## src/acpl_ram.sv

```systemverilog
`timescale 1ns / 1ps
// Generic simple dual-port RAM with one write port and one registered read port.
module acpl_ram #(
    parameter int WIDTH = 22,
    parameter int DEPTH = 10,
    localparam int ADDR_W = (DEPTH > 1) ? $clog2(DEPTH) : 1
) (
    input  logic              clk,
    input  logic              we,
    input  logic [ADDR_W-1:0] waddr,
    input  logic [WIDTH-1:0]  wdata,
    input  logic              re,
    input  logic [ADDR_W-1:0] raddr,
    output logic [WIDTH-1:0]  rdata
);

    logic [WIDTH-1:0] mem [DEPTH];
    logic [WIDTH-1:0] rdata_reg;

    always_ff @(posedge clk)
    begin
        if (we)
        begin
            mem[waddr] <= wdata;
        end
        if (re)
        begin
            rdata_reg <= mem[raddr];
        end
    end

    assign rdata = rdata_reg;

endmodule

```

## config.mk

```make
export PLATFORM = sky130hd
export DESIGN_NAME = acpl_ram
export DESIGN_NICKNAME = d
export VERILOG_FILES = /design/src/acpl_ram.sv
export SDC_FILE = /design/constraint.sdc
export NUM_CORES = 1
export LEC_CHECK = 0
export ABC_AREA = 1
export BUFFER_PORTS_ARGS = -buffer_cell sky130_fd_sc_hd__buf_2
export CAP_MARGIN = 20
export CORE_ASPECT_RATIO = 0.9
export CORE_UTILIZATION = 45
export DETAILED_ROUTE_END_ITERATION = 7
export GPL_TIMING_DRIVEN = 1
export SETUP_SLACK_MARGIN = 0.1
export SYNTH_ARGS = -nofsm -noshare
export SYNTH_HDL_FRONTEND = slang
export SYNTH_SLANG_ARGS = --single-unit
```

## constraint.sdc

```tcl
create_clock -name clk -period 2.77 [get_ports clk]
set_clock_uncertainty 0.05 [all_clocks]
set_input_delay 0.1385 -clock clk [delete_from_list [all_inputs] [get_ports clk]]
set_output_delay 0.1385 -clock clk [all_outputs]
set_load 0.05 [all_outputs]
```

==> impl_metrics.toml <==
[outcome]
status = "finished clean"

[critical_path]
critical_path.slowest_cell = "edfxtp_1"
path_cells = "buf_2"
arrival_ns = 1.20
ff2ff_setup_slack_ns = 1.60
start_kind = "register"
path_buf_inv = 1
cp.required_ns = 2.58
crit_path_end_kind = "primary output"
cp_top_family = "flip-flops"
crit_type = "register to primary output"
max_stage_delay_ns = 0.39
cp_max_fo = 1

[flow_run]
max-cap-violations = 0

[die]
ios = 55
rows = 51
fp.dieW_um = 159
die-area_um2 = 22700
dieHeight_um = 143
start_util = 0.460
fp.coreArea_um2 = 21600

[grt]
grt_pass1_wl_mm = 33.9
grtUsageTotal = 0.199
first_global_vias = 5971
grt_max_degree = 111
grt_overflow = 0
grt_antenna_before_repair = 0

[layout]
finalInstanceArea_um2 = 11500
ff_latch_area_um2 = 7270
multi_input_area_um2 = 1940
largest_reg_flops = 220
drive_above_1_share = 0.117
mostFrequentLayoutCell = "nand2_1"
nNetsFinal = 996
antenna_cells = 0
final_cell_mix = "nand2_1 (247), edfxtp_1 (242), inv_1 (136)"
synthToLayoutAreaGrowth_pct = 15.9
n_fill_cell = 1893

[clock_network]
clk_latency_ns = 0.52
cts_tree = "yes"
cts_made_buffers = 26
cts-resized-gates = 0
clkTransAtPathRegs_ns = 0.06
clkSinkCount = 242
clockRootBuffer = "clkbuf_16"
post-cts-setup-buffers = 0
htreeDepth = 1
max-clock-path-buffers = 3

[synth]
syn_area_per_cell_um2 = 11.3
syn_nets = 913
ys_types = 14
syn_inst = 880
synth.cell_area_um2 = 9950
ys_ff_latch = 242
synth_warnings = 0
ys_seq_area_frac = 0.731

[timing]
finalSetupTns_ns = 0
hold_viol = 0
worst_pin_slew_ns = 1.05
setup_slack_ns = 1.39
final_max_slew_viol_count = 0
setup_viol = 0
min_period_ns = 1.38
slew_headroom = 0.296
min_period_over_period = 0.500
rsz0062_at_grt = "no"
whs_ns = 0.127
max_clock_freq_mhz = 723

[routing]
remaining_drc_errors = 0
dr.pass1.iters = 5
antenna_left = 0
drt_iter0_markers = 488
routed_wirelength_mm = 21.9
viasPerCell = 4.91
wl_per_cell_um = 17.2
via_count = 6256

[place]
place_ws_ns = 0.970
place_hpwl_mm = 11.3
portBuffers = 54
postPlaceCellArea_um2 = 10600
gp_congestion = 0.703

[power_and_ir_drop]
p_leak_uw = 0.00474
power_density_nw_per_um2 = 676
clkPwrFrac = 0.398
seqPwrFrac = 0.533
p_sw_uw = 1740
power_frac_comb = 0.069
p_int_uw = 6050
ir_drop_uv = 386
swShare = 0.224

[min_path]
hold_class = "input port to register"
[cell families (layout without fill, tap and decap cells)]
kind of cell,Yosys count,count (layout),synth area share
buf+inv,180,282,0.0766
flops,242,242,0.731
compound gates,22,22,0.0111
simple gates,436,436,0.182
[power by group through the flow]
stage	clock [uW]	sequential (uW)	combinational, uW
floorplan	0	4320	252
global placement	0	4230	515
detailed placement	0	4230	522
CTS	3150	4160	548
global route	3300	4160	601
finish	3100	4160	541
[routing by layer]
metal	global-route usage	up-vias	part of all wire	routed length [um]
met1	0.286	3019	0.47	10200
met2	0.319	159	0.46	10100
li1	-	3055	-	-
met3	0.0319	23	0.059	1280
met5	0	-	0	0
met4	0.0409	0	0.014	314
[cell type report]
cell class                      instances  area share
Inverter                              139      0.0453
Timing Repair Buffer                   96      0.0590
Multi-Input combinational cell        458       0.168
Clock buffer                           35      0.0612
Tap cell                              291      0.0316
Clock inverter                         12     0.00412
Sequential cell                       242       0.630
[repair_timing]
| item | in CTS | in global routing |
|---|---|---|
| hold buffers | 22 | 0 |
| endpoints found under the setup margin | 0 | 0 |
| endpoints found under the hold margin | 220 | 0 |
[synth_stat cells]
| cell | count | share of area |
|---|---|---|
| nand3_1 | 133 | 0.067 |
| clkinv_1 | 1 | 0.00038 |
| buf_1 | 4 | 0.0015 |
| nand3b_1 | 1 | 0.00076 |
| edfxtp_1 | 242 | 0.73 |
| inv_1 | 136 | 0.051 |
| nand2_1 | 247 | 0.093 |
| nor2_1 | 55 | 0.021 |
| o21ai_0 | 22 | 0.011 |
| buf_2 | 15 | 0.0075 |
| buf_4 | 14 | 0.011 |
| inv_2 | 2 | 0.00076 |
| clkbuf_1 | 6 | 0.0023 |
| buf_6 | 2 | 0.0023 |
[metrics by stage]
step                std cells  power, uW   util
floorplan                 880       4570      -
global placement         1204       4750  0.488
detailed placement       1204       4760  0.488
CTS                      1273       7860  0.533
global route             1273       8070  0.533
finish                   1273       7800  0.533
[final timing paths]
path / startpoint / endpoint / depth (start not counted)
worst max-delay path: rdata[9] / rdata[9] / 1
worst min-delay path: raddr[2] / rdata[9] / 5
worst max register to register: mem[5][2] / rdata[2] / 6
worst min register to register: mem[9][15] / rdata[15] / 2
Power figures use the tool's default switching activity.
